`config.mk`:
```
export PLATFORM = sky130hd
export DESIGN_NAME = i2c_sensor_bus_master_top
export DESIGN_NICKNAME = d
export VERILOG_FILES = /design/src/i2csm_pkg.sv /design/src/i2csm_front.sv /design/src/i2csm_engine.sv /design/src/i2c_sensor_bus_master_top.sv
export VERILOG_INCLUDE_DIRS = /design/src /design/src/src
export SDC_FILE = /design/constraint.sdc
export NUM_CORES = 1
export LEC_CHECK = 0
export ABC_AREA = 1
export BUFFER_PORTS_ARGS = -buffer_cell sky130_fd_sc_hd__buf_4
export CAP_MARGIN = 15
export CORE_AREA = 8 8 160 162
export CTS_CLUSTER_SIZE = 10
export DETAILED_ROUTE_END_ITERATION = 8
export DIE_AREA = 0 0 168 170
export GPL_ROUTABILITY_DRIVEN = 1
export GPL_TIMING_DRIVEN = 0
export HOLD_SLACK_MARGIN = 0.12
export PLACE_DENSITY = 0.89
export SYNTH_ARGS = -nofsm -noshare
export SYNTH_HDL_FRONTEND = slang
export SYNTH_SLANG_ARGS = --single-unit
```
`constraint.sdc`:
```
create_clock -name clk -period 5.6 [get_ports clk]
set_clock_uncertainty 0.1 [all_clocks]
set_input_delay 0.28 -clock clk [delete_from_list [all_inputs] [get_ports clk]]
set_output_delay 0.28 -clock clk [all_outputs]
set_load 0.02 [all_outputs]
```
`src/i2c_sensor_bus_master_top_defines.svh`:
```
// Assertion macros shared by the I2C sensor bus master modules.
// Depends on a clk and an rst signal in the scope that uses them.
`ifndef I2C_SENSOR_BUS_MASTER_TOP_DEFINES_SVH
`define I2C_SENSOR_BUS_MASTER_TOP_DEFINES_SVH

// Same-cycle implication, checked outside reset.
`define I2CSM_ASSERT_NOW(lbl, ante, cons) \
  lbl: assert property (@(posedge clk) disable iff (rst) (ante) |-> (cons)) \
    else $error("i2csm check failed");

// Next-cycle implication, checked outside reset.
`define I2CSM_ASSERT_NEXT(lbl, ante, cons) \
  lbl: assert property (@(posedge clk) disable iff (rst) (ante) |=> (cons)) \
    else $error("i2csm check failed");

`endif

```
`src/i2csm_pkg.sv`:
```
// Types, codes and constants for the I2C sensor bus master.
// Used by the front queue, the bus engine and the top level.
package i2csm_pkg;

  localparam int READ_BYTES = 5;

  localparam logic [2:0] CMD_NONE   = 3'd0;
  localparam logic [2:0] CMD_START  = 3'd1;
  localparam logic [2:0] CMD_STOP   = 3'd2;
  localparam logic [2:0] CMD_WRITE  = 3'd3;
  localparam logic [2:0] CMD_READ   = 3'd4;
  localparam logic [2:0] CMD_SENSOR_READ = 3'd6;
  localparam logic [2:0] CMD_SENSOR_CMD  = 3'd5;
  localparam logic [2:0] CMD_RESERVED    = 3'd7;

  localparam logic [3:0] SEQ_ERR_STOP = 4'd14;

  localparam logic [1:0] CFG_HALF_PERIOD = 2'd0;
  localparam logic [1:0] CFG_ACK_TIMEOUT = 2'd1;
  localparam logic [1:0] CFG_DEV_ADDR    = 2'd2;

  typedef enum logic [4:0] {
    PH_IDLE, PH_ST_A, PH_ST_B, PH_SP_A, PH_SP_B, PH_WB_SET, PH_WB_HIGH,
    PH_WB_LOW, PH_WB_TAIL, PH_AK_LOW, PH_AK_POLL, PH_RB_LOW, PH_RB_HIGH,
    PH_RA_LOW, PH_RA_HIGH
  } phase_t;

  typedef enum logic [2:0] {
    EL_START, EL_WRITE, EL_ACK, EL_READ, EL_STOP, EL_END
  } elem_t;

  typedef struct packed {
    logic       start_req;
    logic [2:0] cmd;
    logic [7:0] tx_byte;
    logic [7:0] tx_second_byte;
    logic       ack_after_read;
    logic       sda_sample;
  } item_t;

  typedef struct packed {
    logic [15:0] half_period_ticks;
    logic [7:0]  ack_timeout_limit;
    logic [6:0]  device_address;
  } cfg_t;

  typedef struct packed {
    logic        scl_level;
    logic        sda_level;
    logic        sda_drive;
    logic        busy_res;
    logic        done_res;
    logic [7:0]  rx_byte;
    logic [31:0] measurement;
    logic        ack_error;
  } result_t;

endpackage

```
`src/i2csm_front.sv`:
```
// Front part: classifies incoming ticks and holds them in a two-entry queue.
// Depends on i2csm_pkg.
module i2csm_front
  import i2csm_pkg::*;
(
  input  logic        clk,
  input  logic        rst,
  input  logic        in_valid,
  output logic        in_ready,
  input  logic [2:0]  cmd,
  input  logic [7:0]  tx_byte,
  input  logic [7:0]  tx_second_byte,
  input  logic        ack_after_read,
  input  logic        sda_sample,
  output logic        q_valid,
  output item_t       q_item,
  input  logic        q_pop
);

  item_t      slots [2];
  logic       wr_ptr;
  logic       rd_ptr;
  logic [1:0] count;
  logic       push;
  item_t      new_item;

  always_comb begin
    new_item.start_req      = (cmd >= CMD_START) && (cmd <= CMD_SENSOR_READ);
    new_item.cmd            = cmd;
    new_item.tx_byte        = tx_byte;
    new_item.tx_second_byte = tx_second_byte;
    new_item.ack_after_read = ack_after_read;
    new_item.sda_sample     = sda_sample;
  end

  assign in_ready = (count != 2'd2);
  assign push     = in_valid && in_ready;
  assign q_valid  = (count != 2'd0);
  assign q_item   = slots[rd_ptr];

  always_ff @(posedge clk) begin
    if (push) begin
      slots[wr_ptr] <= new_item;
    end
  end

  always_ff @(posedge clk) begin
    if (rst) begin
      wr_ptr <= 1'b0;
      rd_ptr <= 1'b0;
      count  <= 2'd0;
    end else begin
      if (push) begin
        wr_ptr <= ~wr_ptr;
      end
      if (q_pop) begin
        rd_ptr <= ~rd_ptr;
      end
      count <= count + {1'b0, push} - {1'b0, q_pop};
    end
  end

endmodule

```
`src/i2csm_engine.sv`:
```
// Back part: the bus engine that runs one tick per queued request and holds
// the result in an output register. Depends on i2csm_pkg and the defines.
`include "i2c_sensor_bus_master_top_defines.svh"
module i2csm_engine
  import i2csm_pkg::*;
(
  input  logic    clk,
  input  logic    rst,
  input  cfg_t    cfg,
  input  logic    q_valid,
  input  item_t   q_item,
  output logic    q_pop,
  output logic    res_valid,
  input  logic    res_ready,
  output result_t res
);

  typedef struct packed {
    phase_t      phase;
    logic [15:0] tc;
    logic [3:0]  bi;
    logic [2:0]  byi;
    logic [7:0]  sb;
    logic [31:0] av;
    logic [7:0]  wc;
    logic        ef;
    logic [2:0]  op;
    logic [3:0]  ss;
    logic [7:0]  f1;
    logic [7:0]  f2;
    logic        al;
    logic [7:0]  rx;
    logic        lscl;
    logic        lsda;
    logic        ldrv;
  } st_t;

  st_t     st;
  st_t     st_next;
  result_t res_next;

  function automatic st_t reset_state();
    st_t s;
    s = '0;
    s.phase = PH_IDLE;
    s.lscl = 1'b1;
    s.lsda = 1'b1;
    s.ldrv = 1'b1;
    return s;
  endfunction

  function automatic elem_t element_of(input logic [2:0] op, input logic [3:0] s);
    elem_t e;
    e = EL_END;
    if (s <= SEQ_ERR_STOP) begin
      case (op)
        CMD_START: e = (s == 4'd0) ? EL_START : EL_END;
        CMD_STOP: e = (s == 4'd0) ? EL_STOP : EL_END;
        CMD_WRITE: e = (s == 4'd0) ? EL_WRITE : ((s == 4'd1) ? EL_ACK : EL_END);
        CMD_READ: e = (s == 4'd0) ? EL_READ : EL_END;
        CMD_SENSOR_CMD: begin
          if (s == 4'd0) e = EL_START;
          else if (s == 4'd1 || s == 4'd3 || s == 4'd5) e = EL_WRITE;
          else if (s == 4'd2 || s == 4'd4 || s == 4'd6) e = EL_ACK;
          else if (s == 4'd7) e = EL_STOP;
          else e = EL_END;
        end
        CMD_SENSOR_READ: begin
          if (s == 4'd0) e = EL_START;
          else if (s == 4'd1) e = EL_WRITE;
          else if (s == 4'd2) e = EL_ACK;
          else if (s < 4'(3 + READ_BYTES)) e = EL_READ;
          else if (s == 4'(3 + READ_BYTES)) e = EL_STOP;
          else e = EL_END;
        end
        default: e = EL_END;
      endcase
    end
    return e;
  endfunction

  function automatic st_t begin_el(input st_t s_in, input logic [6:0] addr,
                                   output logic fin);
    st_t s;
    s = s_in;
    fin = 1'b0;
    s.tc = '0;
    s.bi = '0;
    case (element_of(s.op, s.ss))
      EL_START: s.phase = PH_ST_A;
      EL_WRITE: begin
        if (s.op == CMD_SENSOR_CMD) begin
          if (s.ss == 4'd1) s.sb = {addr, 1'b0};
          else if (s.ss == 4'd3) s.sb = s.f1;
          else s.sb = s.f2;
        end else if (s.op == CMD_SENSOR_READ) begin
          s.sb = {addr, 1'b1};
        end else begin
          s.sb = s.f1;
        end
        s.phase = PH_WB_SET;
      end
      EL_ACK: begin
        s.wc = '0;
        s.phase = PH_AK_LOW;
      end
      EL_READ: begin
        s.sb = '0;
        s.phase = PH_RB_LOW;
      end
      EL_STOP: s.phase = PH_SP_A;
      default: begin
        s.phase = PH_IDLE;
        fin = 1'b1;
      end
    endcase
    return s;
  endfunction

  function automatic logic read_ack(input st_t s);
    if (s.op == CMD_SENSOR_READ) begin
      return ({1'b0, s.byi} + 4'd1) < 4'(READ_BYTES);
    end
    return s.al;
  endfunction

  always_comb begin
    st_t         s;
    logic        fin;
    logic        busy;
    logic        done;
    logic        scl;
    logic        sda;
    logic        drv;
    logic [16:0] tcn;
    s    = st;
    fin  = 1'b0;
    busy = 1'b0;
    done = 1'b0;
    scl  = st.lscl;
    sda  = st.lsda;
    drv  = st.ldrv;
    tcn  = '0;
    if (s.phase == PH_IDLE && q_item.start_req) begin
      s.op  = q_item.cmd;
      s.f1  = q_item.tx_byte;
      s.f2  = q_item.tx_second_byte;
      s.al  = q_item.ack_after_read;
      s.ef  = 1'b0;
      s.ss  = '0;
      s.byi = '0;
      if (q_item.cmd == CMD_SENSOR_READ) begin
        s.av = '0;
      end
      s = begin_el(s, cfg.device_address, fin);
    end
    if (s.phase != PH_IDLE) begin
      busy = 1'b1;
      drv  = 1'b1;
      case (s.phase)
        PH_ST_A: begin scl = 1'b1; sda = 1'b1; end
        PH_ST_B: begin scl = 1'b1; sda = 1'b0; end
        PH_SP_A: begin scl = 1'b0; sda = 1'b0; end
        PH_SP_B: begin scl = 1'b1; sda = 1'b1; end
        PH_WB_SET, PH_WB_LOW: begin scl = 1'b0; sda = s.sb[7]; end
        PH_WB_HIGH: begin scl = 1'b1; sda = s.sb[7]; end
        PH_WB_TAIL: begin scl = 1'b0; sda = s.lsda; end
        PH_AK_LOW, PH_RB_LOW: begin scl = 1'b0; sda = 1'b1; drv = 1'b0; end
        PH_AK_POLL, PH_RB_HIGH: begin scl = 1'b1; sda = 1'b1; drv = 1'b0; end
        PH_RA_LOW: begin scl = 1'b0; sda = ~read_ack(s); end
        PH_RA_HIGH: begin scl = 1'b1; sda = ~read_ack(s); end
        default: begin scl = s.lscl; sda = s.lsda; drv = s.ldrv; end
      endcase
      s.lscl = scl;
      s.lsda = sda;
      s.ldrv = drv;
      if (s.phase == PH_AK_POLL) begin
        if (!q_item.sda_sample) begin
          s.lscl = 1'b0;
          s.ss = s.ss + 4'd1;
          s = begin_el(s, cfg.device_address, done);
        end else if (s.wc >= cfg.ack_timeout_limit) begin
          s.ef = 1'b1;
          s.ss = SEQ_ERR_STOP;
          s.tc = '0;
          s.phase = PH_SP_A;
        end else begin
          s.wc = s.wc + 8'd1;
        end
      end else begin
        if (s.phase == PH_RB_HIGH && s.tc == 16'd0) begin
          s.sb = {s.sb[6:0], q_item.sda_sample};
        end
        tcn = {1'b0, s.tc} + 17'd1;
        if (tcn < {1'b0, cfg.half_period_ticks}) begin
          s.tc = tcn[15:0];
        end else begin
          s.tc = '0;
          case (s.phase)
            PH_ST_A: s.phase = PH_ST_B;
            PH_ST_B: begin
              s.lscl = 1'b0;
              s.ss = s.ss + 4'd1;
              s = begin_el(s, cfg.device_address, done);
            end
            PH_SP_A: s.phase = PH_SP_B;
            PH_SP_B, PH_WB_TAIL: begin
              s.ss = s.ss + 4'd1;
              s = begin_el(s, cfg.device_address, done);
            end
            PH_WB_SET: s.phase = PH_WB_HIGH;
            PH_WB_HIGH: s.phase = PH_WB_LOW;
            PH_WB_LOW: begin
              s.sb = {s.sb[6:0], 1'b0};
              s.bi = s.bi + 4'd1;
              s.phase = (s.bi >= 4'd8) ? PH_WB_TAIL : PH_WB_SET;
            end
            PH_AK_LOW: s.phase = PH_AK_POLL;
            PH_RB_LOW: s.phase = PH_RB_HIGH;
            PH_RB_HIGH: begin
              s.bi = s.bi + 4'd1;
              s.phase = (s.bi >= 4'd8) ? PH_RA_LOW : PH_RB_LOW;
            end
            PH_RA_LOW: s.phase = PH_RA_HIGH;
            PH_RA_HIGH: begin
              s.rx = s.sb;
              if (s.op == CMD_SENSOR_READ) begin
                if (s.byi != 3'd2) begin
                  s.av = {s.av[23:0], s.sb};
                end
                s.byi = s.byi + 3'd1;
              end
              s.lscl = 1'b0;
              s.ss = s.ss + 4'd1;
              s = begin_el(s, cfg.device_address, done);
            end
            default: begin
              s.phase = PH_IDLE;
              done = 1'b1;
            end
          endcase
        end
      end
    end
    st_next = s;
    res_next.scl_level   = scl;
    res_next.sda_level   = sda;
    res_next.sda_drive   = drv;
    res_next.busy_res    = busy;
    res_next.done_res    = done;
    res_next.rx_byte     = s.rx;
    res_next.measurement = s.av;
    res_next.ack_error   = s.ef;
  end

  assign q_pop = q_valid && (!res_valid || res_ready);

  always_ff @(posedge clk) begin
    if (rst) begin
      st           <= reset_state();
      res_valid    <= 1'b0;
    end else begin
      if (q_pop) begin
        st <= st_next;
      end
      if (q_pop) begin
        res_valid <= 1'b1;
      end else if (res_ready) begin
        res_valid <= 1'b0;
      end
    end
  end

  always_ff @(posedge clk) begin
    if (q_pop) begin
      res <= res_next;
    end
  end

  `I2CSM_ASSERT_NOW(a_done_busy, res_valid && res.done_res, res.busy_res)
  `I2CSM_ASSERT_NOW(a_release_high, res_valid && !res.sda_drive, res.sda_level)
  `I2CSM_ASSERT_NEXT(a_timeout_stop, q_pop && !st.ef && st_next.ef, st.phase == PH_SP_A)

endmodule

```
`src/i2c_sensor_bus_master_top.sv`:
```
// I2C sensor bus master: one input request is one bus timing tick, and each
// tick gives one result with the line levels and status. The block takes a
// request every clock cycle while its two-entry input queue has room; each
// result goes through that queue and then the output register; either side
// may stall on its own. The user must write configuration by cfg_we,
// cfg_index, cfg_data with no request in flight; the block does not check.
// Depends on i2csm_pkg, i2csm_front and i2csm_engine.
module i2c_sensor_bus_master_top
  import i2csm_pkg::*;
(
  input  logic        clk,
  input  logic        rst,
  input  logic        cfg_we,
  input  logic [1:0]  cfg_index,
  input  logic [15:0] cfg_data,
  input  logic        s_tvalid,
  output logic        s_tready,
  // cmd[2:0], tx_byte[10:3], tx_second_byte[18:11], ack_after_read[19],
  // sda_sample[20], zero fill.
  input  logic [23:0] s_tdata,
  output logic        m_tvalid,
  input  logic        m_tready,
  // scl_level[0], sda_level[1], sda_drive[2], busy_res[3], done_res[4],
  // rx_byte[12:5], measurement[44:13], ack_error[45], zero fill.
  output logic [47:0] m_tdata
);

  cfg_t    cfg;
  logic    q_valid;
  item_t   q_item;
  logic    q_pop;
  result_t res;

  always_ff @(posedge clk) begin
    if (rst) begin
      cfg.half_period_ticks <= 16'd20;
      cfg.ack_timeout_limit <= 8'd250;
      cfg.device_address    <= 7'd88;
    end else if (cfg_we) begin
      case (cfg_index)
        CFG_HALF_PERIOD: cfg.half_period_ticks <= cfg_data;
        CFG_ACK_TIMEOUT: cfg.ack_timeout_limit <= cfg_data[7:0];
        CFG_DEV_ADDR:    cfg.device_address    <= cfg_data[6:0];
        default: ;
      endcase
    end
  end

  i2csm_front u_front (
    .clk            (clk),
    .rst            (rst),
    .in_valid       (s_tvalid),
    .in_ready       (s_tready),
    .cmd            (s_tdata[2:0]),
    .tx_byte        (s_tdata[10:3]),
    .tx_second_byte (s_tdata[18:11]),
    .ack_after_read (s_tdata[19]),
    .sda_sample     (s_tdata[20]),
    .q_valid        (q_valid),
    .q_item         (q_item),
    .q_pop          (q_pop)
  );

  i2csm_engine u_engine (
    .clk       (clk),
    .rst       (rst),
    .cfg       (cfg),
    .q_valid   (q_valid),
    .q_item    (q_item),
    .q_pop     (q_pop),
    .res_valid (m_tvalid),
    .res_ready (m_tready),
    .res       (res)
  );

  assign m_tdata = {2'b00, res.ack_error, res.measurement, res.rx_byte, res.done_res,
                    res.busy_res, res.sda_drive, res.sda_level, res.scl_level};

endmodule
```
==> results.txt <==
- The run finished with clean final reports.
- Gate Count Post-Synth: 1871
- In this run the horizontal extent of the chip is 168 µm.
* Antenna violations before repair: 0
- STA classifies the critical path endpoint as a flop.
* Met3 track utilization from global routing: 0.0628
- Number of diodes added for antenna fixing: 0
* Worst path arrival time: 5.52 ns
- Effective utilization at floorplan: 0.598
* Placer's final routability congestion estimate: 1.02
- The final route contains 13770 vias.
- Summed over all cells, the static leakage comes to 7.25 nW.
* Proportion of power drawn by flip-flops and latches: 0.251
- Most frequent standard cell in the layout excluding fill and tap cells: sky130_fd_sc_hd__nand2_1
- For the pin with the worst max-slew slack, the measured transition is 1.12 ns.
* Required arrival time at the worst endpoint: 5.96 ns
- Quantity of I/O buffers inserted on ports: 91
* Internal power: 5.34 mW
- Clock network fraction of design power: 0.155
- WL/cell: 18.5 µm
- After detailed routing, the number of remaining DRC violations is 0.
- The finished cells cover 0.0163 mm².
- The hold violation count in the final report was 0.
- After detailed routing, the total wire length is 43600 µm.
- The root buffer cell chosen for the clock tree is sky130_fd_sc_hd__clkbuf_16.
- In the routed layout, each cell is associated on average with a via count of 5.84.
* Clock tree from TritonCTS: built
* Area of the core region: 0.0231 mm²
- Leaving out fill and tap cells, the most frequent cells in the layout are sky130_fd_sc_hd__nand2_1 (399), sky130_fd_sc_hd__inv_1 (233), sky130_fd_sc_hd__nor2_1 (196).
* Max Freq: 0.194 GHz
- Startpoint of the most critical register-to-register path: u_engine.st[109]$_SDFFE_PP0P_
- Pin count of the biggest net entering global routing: 57
* Setup WS post-layout: 0.440 ns
- Busiest metal layer after global routing: met2
- Global-route wire length before repair: 67800 µm
* Net switching fraction of the power: 0.504
- Number of CTS-inserted buffers: 28
* Overall track demand over capacity in global routing: 0.295
- Path class of the lowest-slack min-delay path: input pin to flop
- The worst setup path is launched from a flop.
* Vias in the first global route: 13053
- Counting flops with a built-in enable in the synthesized netlist gives 90.
- Post-DP Area: 0.0149 mm²
- Dividing the final minimum period by the clock period gives 0.921.
* Number of distinct library cell variants in the gate-level netlist after synthesis: 54
* Worst setup timing slack at the placement stage: -0.00562 ns
* Critical hold path startpoint: rst
* Worst setup startpoint: u_engine.st[109]$_SDFFE_PP0P_
- Share of the core filled with cells: 0.706
* Combinational share of power: 0.594
- Fill cells in the final layout number 1808.
- The detailed router finished its first iteration with 1640 violations.
- Setup violations remaining at the end of the flow were counted as 0.
* Max-slew headroom: 0.247
- Number of I/O pins: 97
- Power density of the placed cells: 662 mW/mm²
- Count of TritonRoute iterations in the first routing pass: 8
- In this run the mean area of a mapped cell was 7.37 µm².
- Max-Cap Viols: 0
* Critical path type: flop to flop
- For this run, the post-layout net count is 2137.
- Of all nets on the critical path, the largest fanout is 10.
* Sequential area share after synthesis: 0.412
- After clock tree synthesis, the clock-pin slew on the worst setup and hold paths is 0.06 ns.
- The longest clock path from root to sink contains 3 buffers.
- Top_reg_cell synth: sky130_fd_sc_hd__dfxtp_1
* Final Slew Violations: 0
* Clock insertion delay at the later pin of the skew report: 0.54 ns
- The die is 170 µm tall.
- Number of rows created at floorplan: 56
- Met1 usage: 0.347
- The die covers 0.0286 mm².
- In this run the remaining antenna-violating nets after routing total 0.
* Largest voltage drop on the vdd net: 387 µV
- Clk sink count: 239
* Placed wire-length estimate: 31100 µm
* Area growth syn-to-layout: 17.9%
- Cell area after synthesis: 0.0138 mm²
- Routing usage on met2: 0.508
- P_sw: 5.42 mW
* Minimum clock period after layout: 5.16 ns
- Number of levels in the clock H-tree: 1
- Of the cells placed in the final design, the portion with a size suffix greater than 1 is 0.131.
* Share of flip-flops with an asynchronous set or reset: 0
- The total overflow left after global routing is 0.
- Count of synthesis-stage warnings from yosys: 0
- Unrepaired setup endpoints after global routing: no
- Number of synthesized register bits: 239
==> layer usage <==
metal,vias to the layer above,part of all wire
met4,0,0.049
met3,172,0.096
li1,6541,-
met5,-,0
met1,6327,0.38
met2,730,0.47
==> worst paths after layout <==
path | end | slack [ns] | depth (start not counted)
max | u_engine.st[43]$_SDFFE_PP0P_ | 0.44 | 24
min | cfg[28]$_SDFFE_PP0P_ | 0.27 | 5
max reg2reg | u_engine.st[43]$_SDFFE_PP0P_ | 0.44 | 24
min reg2reg | cfg[27]$_SDFFE_PP0P_ | 0.36 | 2
==> what timing repair did <==
action / in CTS / in global routing
pin swaps: 0 / 4
hold buffers: 49 / 0
hold endpoints to repair: 78 / 0
resized for setup: 1 / 22
buffers inserted: 0 / 5
endpoints found under the setup margin: 4 / 128
==> area by class of cell <==
class / instances / area (µm²) / share of cell area
flip-flops and latches: 239 / 5690 / 0.350
inverters: 250 / 941 / 0.0578
plain buffers: 83 / 434 / 0.0267
well taps: 290 / 363 / 0.0223
multi-input cells: 1300 / 6770 / 0.416
clock buffers: 46 / 800 / 0.0492
clock inverters: 2 / 8.76 / 0.000538
repair buffers: 148 / 1260 / 0.0775
==> synthesized netlist by cell type (17+ instances only) <==
master	instances	area (µm²)
sky130_fd_sc_hd__a21oi_1	145	726
sky130_fd_sc_hd__a211oi_1	18	135
sky130_fd_sc_hd__clkbuf_1	44	165
sky130_fd_sc_hd__buf_2	19	95.1
sky130_fd_sc_hd__inv_1	233	875
sky130_fd_sc_hd__o21ai_0	171	856
sky130_fd_sc_hd__nand4_1	19	119
sky130_fd_sc_hd__ha_1	40	500
sky130_fd_sc_hd__nand2_2	17	106
sky130_fd_sc_hd__nor2_1	200	751
sky130_fd_sc_hd__o21ai_1	35	175
sky130_fd_sc_hd__nand2_1	400	1500
sky130_fd_sc_hd__nand3_1	83	415
sky130_fd_sc_hd__dfxtp_1	149	2980
sky130_fd_sc_hd__o211ai_1	25	188
sky130_fd_sc_hd__edfxtp_1	90	2700
==> registers in the layout (all words and copies together), names as in the netlist, named ones only <==
| register | flops |
|---|---|
| u_engine.res | 46 |
| u_front.rd_ptr | 1 |
| cfg | 31 |
| u_engine.st | 112 |
| u_front.count | 2 |
| u_front.wr_ptr | 1 |
| u_front.slots | 44 |
| u_engine.res_valid | 1 |
==> power by group through the flow <==
stage               combinational, mW  sequential [mW]  clock, mW
finish                           6.40             2.70       1.67
global route                     6.91             2.74       1.76
CTS                              6.11             2.70       1.67
detailed placement               6.05             2.73          0
global placement                 5.93             2.70          0
floorplan                        4.00             2.91          0
==> per-stage QoR <==
| step | cells | hold WS (ns) | power (mW) | setup TNS (ns) |
|---|---|---|---|---|
| floorplan | 1872 | 0.279 | 6.90 | 0 |
| global placement | 2253 | 0.335 | 8.64 | 0 |
| detailed placement | 2255 | 0.352 | 8.78 | -0.00947 |
| CTS | 2352 | 0.226 | 10.5 | 0 |
| global route | 2358 | 0.334 | 11.4 | 0 |
| finish | 2358 | 0.267 | 10.8 | 0 |
==> critical path: stages (launching register included) <==
cell	delay [ns]
sky130_fd_sc_hd__dfxtp_1	0.36
sky130_fd_sc_hd__nor2_1	0.35
sky130_fd_sc_hd__nand3_2	0.16
sky130_fd_sc_hd__buf_6	0.19
sky130_fd_sc_hd__buf_6	0.17
sky130_fd_sc_hd__nor2_1	0.18
sky130_fd_sc_hd__inv_1	0.11
sky130_fd_sc_hd__nor3_2	0.61
sky130_fd_sc_hd__inv_1	0.18
sky130_fd_sc_hd__nand2_1	0.12
sky130_fd_sc_hd__inv_1	0.07
sky130_fd_sc_hd__ha_1	0.29
sky130_fd_sc_hd__nand2_1	0.08
sky130_fd_sc_hd__nor2_1	0.06
sky130_fd_sc_hd__nand4_1	0.07
sky130_fd_sc_hd__o2111ai_1	0.27
sky130_fd_sc_hd__nor2_1	0.44
sky130_fd_sc_hd__nand2_1	0.14
sky130_fd_sc_hd__nor3_1	0.39
sky130_fd_sc_hd__nand3_1	0.20
sky130_fd_sc_hd__nor2_1	0.13
sky130_fd_sc_hd__a21oi_1	0.07
sky130_fd_sc_hd__o21ai_1	0.08
sky130_fd_sc_hd__nand3_1	0.08
sky130_fd_sc_hd__a21oi_1	0.15
==> logic make-up after synthesis <==
| family | synth area share |
|---|---|
| flops | 0.412 |
| fa+ha+maj | 0.0363 |
| simple gates | 0.243 |
| mux | 0.0109 |
| buf+inv | 0.0986 |
| compound gates | 0.188 |
| xor+xnor | 0.0108 |
| other cells | 0.000272 |
Note: power is estimated with default switching activity, not from simulation.
